**config.mk**
```make
export PLATFORM = sky130hd
export DESIGN_NAME = rcp_ctrl
export DESIGN_NICKNAME = d
export VERILOG_FILES = /design/src/design/rcp_pkg.sv /design/src/design/rcp_ctrl.sv
export SDC_FILE = /design/constraint.sdc
export NUM_CORES = 1
export LEC_CHECK = 0
export CORE_AREA = 2 2 48 50
export DETAILED_ROUTE_END_ITERATION = 12
export DIE_AREA = 0 0 50 52
export DONT_BUFFER_PORTS = 1
export GPL_TIMING_DRIVEN = 0
export PLACE_DENSITY = 0.48
export SYNTH_ARGS = -nofsm -noshare
export SYNTH_HDL_FRONTEND = slang
export SYNTH_SLANG_ARGS = --single-unit
```
**constraint.sdc**
```tcl
create_clock -name clock -period 3.8 [get_ports clock]
set_input_delay 0.76 -clock clock [delete_from_list [all_inputs] [get_ports clock]]
set_output_delay 0.76 -clock clock [all_outputs]
set_load 0.02 [all_outputs]
```
**src/design/rcp_pkg.sv**
```systemverilog
// Shared types, constants and codes of the read coverage pileup block.
package rcp_pkg;

   localparam int unsigned SamplesDefault   = 4;
   localparam int unsigned PositionsDefault = 65536;
   localparam int unsigned MaxKmerDefault   = 255;

   localparam logic [11:0] RejectMask = 12'h704;
   localparam logic [31:0] CntMax     = 32'hFFFF_FFFF;
   localparam logic [16:0] OfsMax     = 17'h1_FFFF;
   localparam logic [7:0]  KmerReset  = 8'd36;

   typedef enum logic [2:0] {
      KIND_HEADER = 3'd0,
      KIND_BASE   = 3'd1,
      KIND_CIGAR  = 3'd2,
      KIND_END    = 3'd3,
      KIND_QCOV   = 3'd4,
      KIND_QGC    = 3'd5,
      KIND_QREADS = 3'd6,
      KIND_NONE   = 3'd7
   } kind_type;

   typedef enum logic [2:0] {
      ST_OK       = 3'd0,
      ST_REJECTED = 3'd1,
      ST_BAD_BASE = 3'd2,
      ST_BAD_OP   = 3'd3,
      ST_IGNORED  = 3'd4
   } status_type;

   localparam logic [3:0] BaseA = 4'd1;
   localparam logic [3:0] BaseC = 4'd2;
   localparam logic [3:0] BaseG = 4'd4;
   localparam logic [3:0] BaseT = 4'd8;
   localparam logic [3:0] BaseN = 4'd15;

   localparam logic [3:0] OpM = 4'd0;
   localparam logic [3:0] OpI = 4'd1;
   localparam logic [3:0] OpD = 4'd2;
   localparam logic [3:0] OpN = 4'd3;
   localparam logic [3:0] OpS = 4'd4;
   localparam logic [3:0] OpH = 4'd5;
   localparam logic [3:0] OpP = 4'd6;
   localparam logic [3:0] OpEq = 4'd7;
   localparam logic [3:0] OpX = 4'd8;

   localparam logic CsrMinQuality = 1'b0;
   localparam logic CsrKmerLength = 1'b1;

   // Datapath operations issued by the controller
   typedef enum logic [3:0] {
      OP_IDLE,
      OP_DECODE,
      OP_COV_READ,
      OP_COV_WRITE,
      OP_GC_READ,
      OP_GC_WRITE,
      OP_QUERY_READ,
      OP_QUERY_DONE,
      OP_CLEAR,
      OP_FINISH
   } dp_op_type;

   typedef struct packed {
      dp_op_type op;
   } dp_cmd_type;

   typedef struct packed {
      logic clear_done;
      logic cov_more;   // another coverage increment is due
      logic gc_due;     // read end needs a histogram increment
      logic query_mem;  // query needs a memory read
      logic query_gc;   // that read is from the histogram
   } dp_stat_type;

   function automatic logic [16:0] sat_add17(input logic [16:0] a, input logic [16:0] b);
      logic [17:0] s;
      s = {1'b0, a} + {1'b0, b};
      return s[17] ? OfsMax : s[16:0];
   endfunction

   function automatic logic [31:0] sat_inc32(input logic [31:0] c);
      return (c == CntMax) ? c : c + 32'd1;
   endfunction

endpackage

```
**src/design/rcp_ctrl.sv**
```systemverilog
// Controller state machine of the read coverage pileup block.
module rcp_ctrl
   import rcp_pkg::*;
(
   input  logic        clock,
   input  logic        reset,
   input  logic        req_tvalid,
   output logic        req_tready,
   output logic        rsp_tvalid,
   input  logic        rsp_tready,
   input  dp_stat_type stat,
   output dp_cmd_type  cmd
);

   typedef enum logic [8:0] {
      S_CLEAR  = 9'b000000001,
      S_IDLE   = 9'b000000010,
      S_DECIDE = 9'b000000100,
      S_COV_RD = 9'b000001000,
      S_COV_WR = 9'b000010000,
      S_GC_RD  = 9'b000100000,
      S_GC_WR  = 9'b001000000,
      S_QRY    = 9'b010000000,
      S_OUT    = 9'b100000000
   } state_type;

   state_type state_ff, state_in;

   // Hold a finished beat until taken: the next item is taken only once the output register is free or frees on accept
   logic rsp_valid_ff, rsp_valid_in;
   logic finish;

   assign rsp_tvalid = rsp_valid_ff;
   assign req_tready = (state_ff == S_IDLE) && (!rsp_valid_ff || rsp_tready);

   always_comb begin
      state_in = state_ff;
      cmd.op   = OP_IDLE;
      finish   = 1'b0;
      unique case (state_ff)
         S_CLEAR: begin
            cmd.op = OP_CLEAR;
            if (stat.clear_done) state_in = S_IDLE;
         end
         S_IDLE: begin
            if (req_tvalid && req_tready) begin
               cmd.op   = OP_DECODE;
               state_in = S_DECIDE;
            end
         end
         S_DECIDE: begin
            if (stat.cov_more) state_in = S_COV_RD;
            else if (stat.gc_due) state_in = S_GC_RD;
            else if (stat.query_mem) state_in = S_QRY;
            else state_in = S_OUT;
         end
         S_COV_RD: begin
            cmd.op   = OP_COV_READ;
            state_in = S_COV_WR;
         end
         S_COV_WR: begin
            cmd.op   = OP_COV_WRITE;
            state_in = S_DECIDE;
         end
         S_GC_RD: begin
            cmd.op   = OP_GC_READ;
            state_in = S_GC_WR;
         end
         S_GC_WR: begin
            cmd.op   = OP_GC_WRITE;
            state_in = S_OUT;
         end
         S_QRY: begin
            cmd.op   = OP_QUERY_READ;
            state_in = S_OUT;
         end
         S_OUT: begin
            cmd.op   = stat.query_mem ? OP_QUERY_DONE : OP_FINISH;
            finish   = 1'b1;
            state_in = S_IDLE;
         end
         default: state_in = S_CLEAR;
      endcase
   end

   always_comb begin
      rsp_valid_in = rsp_valid_ff;
      if (rsp_valid_ff && rsp_tready) rsp_valid_in = 1'b0;
      if (finish) rsp_valid_in = 1'b1;
   end

   always_ff @(posedge clock) begin
      if (reset) begin
         state_ff     <= S_CLEAR;
         rsp_valid_ff <= 1'b0;
      end else begin
         state_ff     <= state_in;
         rsp_valid_ff <= rsp_valid_in;
      end
   end

endmodule

```
# Word level (Yosys, flattened, before mapping)
# Index checks and enable logic that the tools add are counted.
[word_totals] regBits=10 input_bits=9 out_inout_bits=6 wordCells=33
[classes] n_eq_ne=11 mux=12 n_reduce_logical=8
[op_table] op="$pmux W9 S8" n=1
[op_table] op="$mux W9" n=5
[op_table] op="$pmux W4 S8" n=1
[op_table] op="$eq A9 B1 Y1 const B" n=1
[op_table] op="$eq A9 B2 Y1 const B" n=1
[op_table] op="$eq A9 B3 Y1 const B" n=1
[op_table] op="$eq A9 B4 Y1 const B" n=1
[op_table] op="$eq A9 B5 Y1 const B" n=1
[op_table] op="$eq A9 B6 Y1 const B" n=1
[op_table] op="$eq A9 B7 Y1 const B" n=1
[op_table] op="$eq A9 B8 Y1 const B" n=1
[op_table] op="$eq A9 B9 Y1 const B" n=1
[op_table] op="$mux W1" n=4
[op_table] op="$mux W4" n=1
[op_table] op="$logic_and A1 B1 Y1" n=3
[op_table] op="$ne A2 B1 Y1 const B" n=1
[op_table] op="$ne A2 B2 Y1 const B" n=1
[op_table] op="$reduce_and A2 Y1" n=1
[op_table] op="$reduce_bool A2 Y1" n=1
[op_table] op="$reduce_or A2 Y1" n=1
[op_table] op="$logic_not A1 Y1" n=1
[op_table] op="$logic_or A1 B1 Y1" n=1

# Longest topological paths before layout
# Gate-level depths: netlist (run 1).
[logic_depth] ltp_word=6 ltp_mapped=6 ltp_nobuf=5

# Worst setup path before layout (run 1)
# OpenSTA, ideal clock, no wires.
[synth_timing] path_kind="reg-to-output" start="reg state_ff[6]" end="out cmd[2] in the netlist's numbering" arrival_time_ps=1786 required_ps=3040 path_slack_ps=1254 path_stages_with_launch=6 path_buffers=1 cell_sequence="dfxtp_1 > buf_6 > or4_4 > nor3_4 > nand3_1 > o21ai_0"
[synth_lines] element="start, declared" line="rcp_ctrl.sv:27" text="state_type state_ff, state_in;"
[synth_lines] element="start signal, assigned" line="rcp_ctrl.sv:97" text="state_ff <= state_in;"
[synth_lines] element="end, declared" line="rcp_ctrl.sv:12" text="output dp_cmd_type cmd"

==> metrics, run 1 <==
result of the run=finished clean; Leak=0.263 nW; setup violators final=0; Top FF cell, synth=dfxtp_1; DR vias=628; slew margin rel.=23.1%; CTS buffer count=3; Worst Path Buf+Inv=1; Detailed Routing Iterations Pass 1=4; Area Growth Syn to Fin=8.13%; dominant cells by area after synthesis=dfxtp_1 28%, nor4b_1 4.9%, xnor2_1 4.9%; Post-Route WL=1530 µm; min Tclk post-route=a little over 3000 ps; max-slew violations=0; Min-Delay Path Class=primary input to register; drt wl/cell=roughly 13 µm; Max VDD drop=between 0.3 and 0.4 mV; top cell type by total area after synthesis=dfxtp_1; CP required=3040 ps; final cell utilization of the core=36.4%; PwrDens=approximately 460 nW/µm²; # resized after CTS=0; period utilization=between 70% and 80%; Top Family by Delay on Critical Path=simple AND/OR/NAND/NOR gates; Overall Power=between 0.3 and 0.4 mW; top-count cell post-synth=dfxtp_1; crit-path max FO=9; Fin Clk Skew=8.20 ps; flops & latches, synth=10; fin nets=100; Core Area=between 2000 and 2500 µm²; die width=roughly 50 µm; Die Ht=52 µm; # IOs=15; Post-Syn Area per Cell=about 8 µm²; CP arrival=2260 ps; Mapped Nets=95; synthesized area=708 µm²; Max-cap violations=0; Synth top cells by count=10 x dfxtp_1, 8 x nor2_1, 5 x nand2b_1; CP Class=register to primary output; vias in the first global route=slightly above 600; Die Area=2600 µm²; Final ANT Viol Nets=0; post-synthesis sequential area ratio=28.3%; clock tree from TritonCTS=built; CP startpoint kind=register; GRT Util Overall=13.7%; FFs w/ async S/R, synth=0%; Post-DP Area=743 µm²; via/cell ratio=5.37; pre-CTS setup slack=1050 ps; maximum buffer depth of the clock tree=2; total instance count after detailed placement=114; Distinct cells, synth=35; Synth Instances=86; Starting Density=33.6%; dpl hpwl=1190 µm; RSZ-0062 raised after global routing=no; element type at the critical path end=primary output; CP Cell Sequence=buf_6, or4_4, nor3_4, nand3_1, o21ai_0; input/output buffers=0; setup_tns=0 ps; FMAX=0.331 GHz; first-pass GRT wire length=~2700 µm; Layout Cells excl Fill=117; grt ovf=0; std cell rows=17; initial antenna violation count=0; number of diodes=0; cts hold-fix bufs=0; Synth top area share=28.3%; clock sink count=10; yosys warns=0; H-Tree Depth=1; Iteration-0 DRC Markers=8; largest net degree at the start of global routing=11; slowest cell on the critical path=o21ai_0; Worst Max-Slew Pin Slew=1140 ps; DR DRC count=0; CP peak stage delay=slightly below 600 ps; fraction of layout cells with a size suffix above 1=14.6%; hold_ws=559 ps; worst-skew pair later-pin latency=270 ps; Final Instance Area=about 770 µm²; Post-CTS Setup Bufs=0; Final Hold Fails=0; Final GP Congestion=0.773; Worst-path clk slew=70 ps; EDFF count, synth=0; final setup margin=782 ps; CTS Root Buffer Type=clkbuf_4
metal layers:
layer | GRT usage, % | wire length, µm
met1 | 17.6 | 735
met2 | 21.9 | 720
met3 | 2.59 | 54
met4 | 6.94 | 21
met5 | 0 | 0
power breakdown:
group	total (mW)	internal, mW	switching, mW
Combinational	0.159	0.0646	0.0940
Clock	0.0741	0.0366	0.0375
Sequential	0.119	0.116	0.00300
flip-flops by register name, indices dropped and copies added, names as in the netlist:
register and flops:
rsp_tvalid 1, state_ff 9
placed cells by master, fill, tap and decap left out, types with 2 or more instances in the layout:
cell type  Yosys  layout
buf_2          2       2
nand2_1        4       4
dfxtp_1       10      10
nand2b_1       5       5
o32ai_1        2       2
or4_1          3       3
xor2_1         3       3
nand3_1        3       3
or3_1          3       3
nor2_1         8       8
inv_1          2       2
a21oi_1        2       2
o22a_1         2       2
buf_6          3       3
and2_1         2       2
nor3_1         3       3
clkbuf_1       3       3
xnor2_1        4       4
clkbuf_4       0       3
o21ai_0        3       3
nor4b_1        4       4
logic make-up after synthesis:
kind of cell           synth area share (%)
AND/OR/NAND/NOR                        37.3
AO/OA/AOI/OAI                          16.3
buffers and inverters                  9.54
flip-flops                             28.3
XOR/XNOR                               8.66
layout make-up:
class | instances | area, µm²
Sequential cell | 10 | 200
Multi-Input combinational cell | 65 | 440
Buffer | 9 | 60.1
Inverter | 2 | 7.51
Tap cell | 28 | 35.0
Clock buffer | 3 | 22.5
Fill cell | 225 | 1340
worst paths after layout:
kind	end	slack, ps	depth (start not counted)	startpoint
setup / recovery	cmd[2]	780	5	state_ff[6]
hold / removal	rsp_tvalid	560	1	reset
setup reg to reg	state_ff[0]	1720	6	state_ff[8]
hold reg to reg	state_ff[1]	580	2	state_ff[1]
Power figures use the tool's default switching activity.
==> run 2, diff against run 1 <==
--- a/config.mk
+++ b/config.mk
@@ -10,7 +10,7 @@
 export DIE_AREA = 0 0 50 52
 export DONT_BUFFER_PORTS = 1
 export GPL_TIMING_DRIVEN = 0
-export PLACE_DENSITY = 0.48
+export PLACE_DENSITY = 0.5
 export SYNTH_ARGS = -nofsm -noshare
 export SYNTH_HDL_FRONTEND = slang
 export SYNTH_SLANG_ARGS = --single-unit
==> constraint.sdc (replaced) <==
create_clock -name clock -period 2.4 [get_ports clock]
set_input_delay 0.48 -clock clock [delete_from_list [all_inputs] [get_ports clock]]
set_output_delay 0.48 -clock clock [all_outputs]
set_load 0.02 [all_outputs]
==> run 2 against run 1 <==
The flow now finishes with violations (setup timing). Clock power increased by 58%. Critical path depth unchanged. Sequential share of layout area fell by 3.4 points. Clock-buffer cell count unchanged. Power grew 80%. Design area is 17% higher. Hold slack lost 290 ps. Critical path type unchanged. Largest cell class unchanged. Largest power group unchanged.
==> metrics, run 2 (synthesis gave the netlist of run 1 again) <==
pre-CTS setup slack=-72.5 ps (was 1050 ps); Die Area=2600 µm² (unchanged); RSZ-0062 raised after global routing=yes (was no); std cell rows=17 (unchanged); crit-path max FO=4 (was 9); Leak=0.324 nW (was 0.263 nW); Layout Cells excl Fill=122 (was 117); max reg flops=9 (unchanged); Starting Density=33.6% (unchanged); most common cell after layout, fill and taps aside=nor2_1 (was dfxtp_1); CP arrival=1960 ps (was 2260 ps); Post-Route WL=1720 µm (was 1530 µm); Worst Path Buf+Inv=1 (unchanged); vias in the first global route=629 (was 608); DR vias=649 (was 628); CP peak stage delay=530 ps (was 590 ps); # IOs=15 (unchanged); PwrDens=705 nW/µm² (was 459 nW/µm²); largest net degree at the start of global routing=11 (unchanged); DR DRC count=0 (unchanged); number of diodes=0 (unchanged); setup_tns=-39.6 ps (was 0 ps); CP Cell Sequence=buf_6, or4_4, nor3_4, nand3_4, o22ai_4 (was buf_6, or4_4, nor3_4, nand3_1, o21ai_0); fraction of layout cells with a size suffix above 1=33.0% (was 14.6%); reg-to-reg setup timing slack=210 ps (was 1720 ps); slew margin rel.=66.5% (was 23.1%); grt ovf=0 (unchanged); H-Tree Depth=1 (unchanged); CP Class=register to primary output (unchanged); Worst-path clk slew=60 ps (was 70 ps); Final Hold Fails=0 (unchanged); fin nets=105 (was 100); worst-skew pair later-pin latency=270 ps (about the same); Reg with most FFs=state_ff (unchanged); drt wl/cell=14.1 µm (was 13.1 µm); setup violators final=1 (was 0); max-slew violations=0 (unchanged); result of the run=finished with violations (was finished clean); Final GP Congestion=0.793 (was 0.773); hold_ws=268 ps (was 559 ps); Overall Power=0.633 mW (was 0.351 mW); clock tree from TritonCTS=built (unchanged); period utilization=102%; element type at the critical path end=primary output (unchanged); slowest cell on the critical path=or4_4 (was o21ai_0); Die Ht=52 µm (unchanged); Iteration-0 DRC Markers=8 (unchanged); Core Area=2110 µm² (unchanged); Fin Clk Skew=2.61 ps (was 8.20 ps); final cell utilization of the core=42.6% (was 36.4%); initial antenna violation count=0 (unchanged); min Tclk post-route=2440 ps; Max VDD drop=0.519 mV (was 0.319 mV); CP required=1920 ps (was 3040 ps); Final ANT Viol Nets=0 (unchanged); CTS buffer count=3 (unchanged); input/output buffers=0 (unchanged); GRT Util Overall=15.3% (was 13.7%); Detailed Routing Iterations Pass 1=4 (unchanged); cts hold-fix bufs=0 (unchanged); CP startpoint kind=register (unchanged); Top Family by Delay on Critical Path=simple AND/OR/NAND/NOR gates (unchanged); die width=50 µm (unchanged); via/cell ratio=5.32 (was 5.37); Max-cap violations=0 (unchanged); CTS Root Buffer Type=clkbuf_4 (unchanged); total instance count after detailed placement=114 (unchanged); Worst Max-Slew Pin Slew=502 ps (was 1140 ps); dpl hpwl=1140 µm (was 1190 µm); Final Instance Area=897 µm² (was 766 µm²); final setup margin=-39.6 ps (was 782 ps); failing checks=setup timing; FMAX=0.410 GHz; maximum buffer depth of the clock tree=2 (unchanged); Post-DP Area=743 µm² (unchanged); Area Growth Syn to Fin=26.7% (was 8.13%); Min-Delay Path Class=primary input to register (unchanged); commonest non-fill, non-tap cells in the layout=8 x nor2_1, 7 x dfxtp_1, 6 x buf_4 (was 10 x dfxtp_1, 8 x nor2_1, 5 x nand2b_1); first-pass GRT wire length=2940 µm (was 2690 µm); clock sink count=10 (unchanged)
-- run 2: cell count changes in the layout (fill, tap and decap cells not counted), sizes merged --
cell	before	now
buf	5	11
clkbuf	7	6
-- run 2: layer usage --
layer  wire [µm]  track usage, %  up-vias
met3         102            5.17        7
met1         771            19.3      298
li1            -               -      326
met2         801            22.4       18
met5           0               0        -
met4          48            9.26        0
-- run 2: report_power, final --
group	switching, mW	total [mW]	internal [mW]
Sequential	0.00482	0.188	0.183
Combinational	0.186	0.328	0.142
Clock	0.0588	0.117	0.0580
-- run 2: worst paths after layout --
path	end	start	cells past startpoint
worst min-delay path	state_ff[8]	reset	1
worst min register to register	state_ff[1]	state_ff[1]	2
worst max-delay path	cmd[3]	state_ff[7]	5
worst max register to register	state_ff[8]	state_ff[7]	8
-- run 2: cell type report --
class	instances	area, µm²
Fill cell	212	1210
Buffer	7	51.3
Clock buffer	3	22.5
Tap cell	28	35.0
Sequential cell	10	204
Timing Repair Buffer	7	56.3
Inverter	2	7.51
Multi-Input combinational cell	65	520
-- run 2: timing repair --
action / in CTS / in global routing
pin swaps: 1 / 5
setup endpoints to repair: 5 / 5
resized for setup: 13 / 7
buffers inserted: 1 / 6
==> run 3, diff against run 2 <==
--- a/config.mk
+++ b/config.mk
@@ -9,7 +9,6 @@
 export DETAILED_ROUTE_END_ITERATION = 12
 export DIE_AREA = 0 0 50 52
 export DONT_BUFFER_PORTS = 1
-export GPL_TIMING_DRIVEN = 0
 export PLACE_DENSITY = 0.5
 export SYNTH_ARGS = -nofsm -noshare
 export SYNTH_HDL_FRONTEND = slang
==> run 3 against run 2 <==
The run now ends clean. Non-clock buffer count grew 5. Power grew 6.2%. Wire length increased by 4.4%. Clock-buffer cell count is 1 higher. Design area grew 2.0%. Critical path depth unchanged. Flip-flop and latch count unchanged. First-iteration DRC count up 38%. Largest cell class unchanged. Worst setup slack improved by 76 ps. Via count increased by 5.9%.
==> metrics, run 3 (synthesis gave the netlist of run 1 again) <==
Area Growth Syn to Fin=29.2% (was 26.7%); Max VDD drop=0.500 mV (was 0.519 mV); Starting Density=33.6% (unchanged); Die Area=2600 µm² (unchanged); initial antenna violation count=0 (unchanged); Leak=0.359 nW (was 0.324 nW); Final GP Congestion=0.828 (was 0.793); maximum buffer depth of the clock tree=2 (unchanged); clock sink count=10 (unchanged); Worst Max-Slew Pin Slew=432 ps (was 502 ps); Die Ht=52 µm (unchanged); slew margin rel.=71.1% (was 66.5%); RSZ-0062 raised after global routing=yes (unchanged); Max-cap violations=0 (unchanged); Fin Clk Skew=0.261 ps (was 2.61 ps); hold_ws=270 ps (was 268 ps); H-Tree Depth=1 (unchanged); grt ovf=0 (unchanged); met1 GRT Util=16.6% (was 19.3%); met2 GRT Util=23.2% (was 22.4%); worst-skew pair later-pin latency=260 ps (was 270 ps); Core Area=2110 µm² (unchanged); fraction of layout cells with a size suffix above 1=36.0% (was 33.0%); number of diodes=0 (unchanged); Iteration-0 DRC Markers=11 (was 8); crit-path max FO=4 (unchanged); Worst-path clk slew=70 ps (was 60 ps); first-pass GRT wire length=2730 µm (was 2940 µm); max reg flops=9 (unchanged); result of the run=finished clean (was finished with violations); period utilization=98.5% (was 102%); drt wl/cell=14.1 µm (about the same); DR DRC count=0 (unchanged); Post-Route WL=1800 µm (was 1720 µm); final cell utilization of the core=43.4% (was 42.6%); std cell rows=17 (unchanged); total instance count after detailed placement=119 (was 114); clock tree from TritonCTS=built (unchanged); Reg with most FFs=state_ff (unchanged); CP Cell Sequence=or4_4, nor3_4, nand3_2, o22ai_2, buf_6 (was buf_6, or4_4, nor3_4, nand3_4, o22ai_4); CTS buffer count=3 (unchanged); setup violators final=0 (was 1); most common cell after layout, fill and taps aside=buf_4 (was nor2_1); FMAX=0.423 GHz (was 0.410 GHz); Detailed Routing Iterations Pass 1=4 (unchanged); cts hold-fix bufs=0 (unchanged); Final Hold Fails=0 (unchanged); dpl hpwl=1380 µm (was 1140 µm); PwrDens=735 nW/µm² (was 705 nW/µm²); Final ANT Viol Nets=0 (unchanged); GRT Util Overall=14.1% (was 15.3%); input/output buffers=0 (unchanged); fin nets=110 (was 105); max-slew violations=0 (unchanged); CP startpoint kind=register (unchanged); commonest non-fill, non-tap cells in the layout=17 x buf_4, 7 x nor2_1, 7 x dfxtp_1 (was 8 x nor2_1, 7 x dfxtp_1, 6 x buf_4); # IOs=15 (unchanged); vias in the first global route=623 (was 629); DR vias=687 (was 649); gr busiest metal=met2 (unchanged); CTS Root Buffer Type=clkbuf_4 (unchanged); element type at the critical path end=primary output (unchanged); largest net degree at the start of global routing=10 (was 11); slowest cell on the critical path=or4_4 (unchanged); M3 GR Usage=2.87% (was 5.17%); Min-Delay Path Class=primary input to register (unchanged); CP peak stage delay=530 ps (about the same); die width=50 µm (unchanged); CP arrival=1880 ps (was 1960 ps); CP required=1920 ps (about the same); Layout Cells excl Fill=128 (was 122); via/cell ratio=5.37 (was 5.32); min Tclk post-route=2360 ps (was 2440 ps); CP Class=register to primary output (unchanged)
-- run 3: metal layers --
layer / vias to the layer above / part of all wire [%]
met2: 14 / 46
met1: 331 / 46
met5: - / 0
li1: 336 / -
met4: 0 / 4.3
met3: 6 / 2.9
-- run 3: repair_timing --
item | CTS | global route
setup endpoints to repair | 3 | 4
hold endpoints to repair | 0 | 0
resized for setup | 4 | 11
pin swaps | 1 | 7
setup buffers | 0 | 5
-- run 3: final timing paths --
check | start | end | slack, ps | cells after the start
setup / recovery | state_ff[7] | cmd[3] | 40 | 5
hold / removal | reset | state_ff[8] | 270 | 1
setup reg to reg | state_ff[7] | state_ff[8] | 340 | 7
hold reg to reg | rsp_tvalid | rsp_tvalid | 620 | 2
-- run 3: stage by stage --
step                setup slack (ps)  cell area, µm²  TNS (ps)  total power, mW
finish                          36.2             915         0            0.672
global placement                 241             788         0            0.480
floorplan                        134             708         0            0.407
CTS                             3.59             837         0            0.637
detailed placement               237             788         0            0.481
global route                   -34.5             915     -38.9            0.716
-- run 3: report_power, final --
group          internal [mW]  leakage (nW)  switching, mW  total [mW]
Sequential             0.182        0.0829         0.0129       0.195
Clock                 0.0921        0.0210         0.0593       0.151
Combinational          0.156         0.255          0.169       0.326
Total                  0.431         0.359          0.241       0.672
-- run 3: area by class of cell --
cell class                 instances  area [µm²]
clock buffer                       4        36.3
timing repair buffer              19         150
sequential                        10         206
inverter                           2        7.51
multi-input combinational         65         479
fill                             205        1190
tap                               28        35.0
-- run 3: critical path, delay by kind of cell (launching register included) --
family	cells	cell delay, ps
simple gates	3	930
compound gates	1	210
buf+inv	1	140
flops	1	340
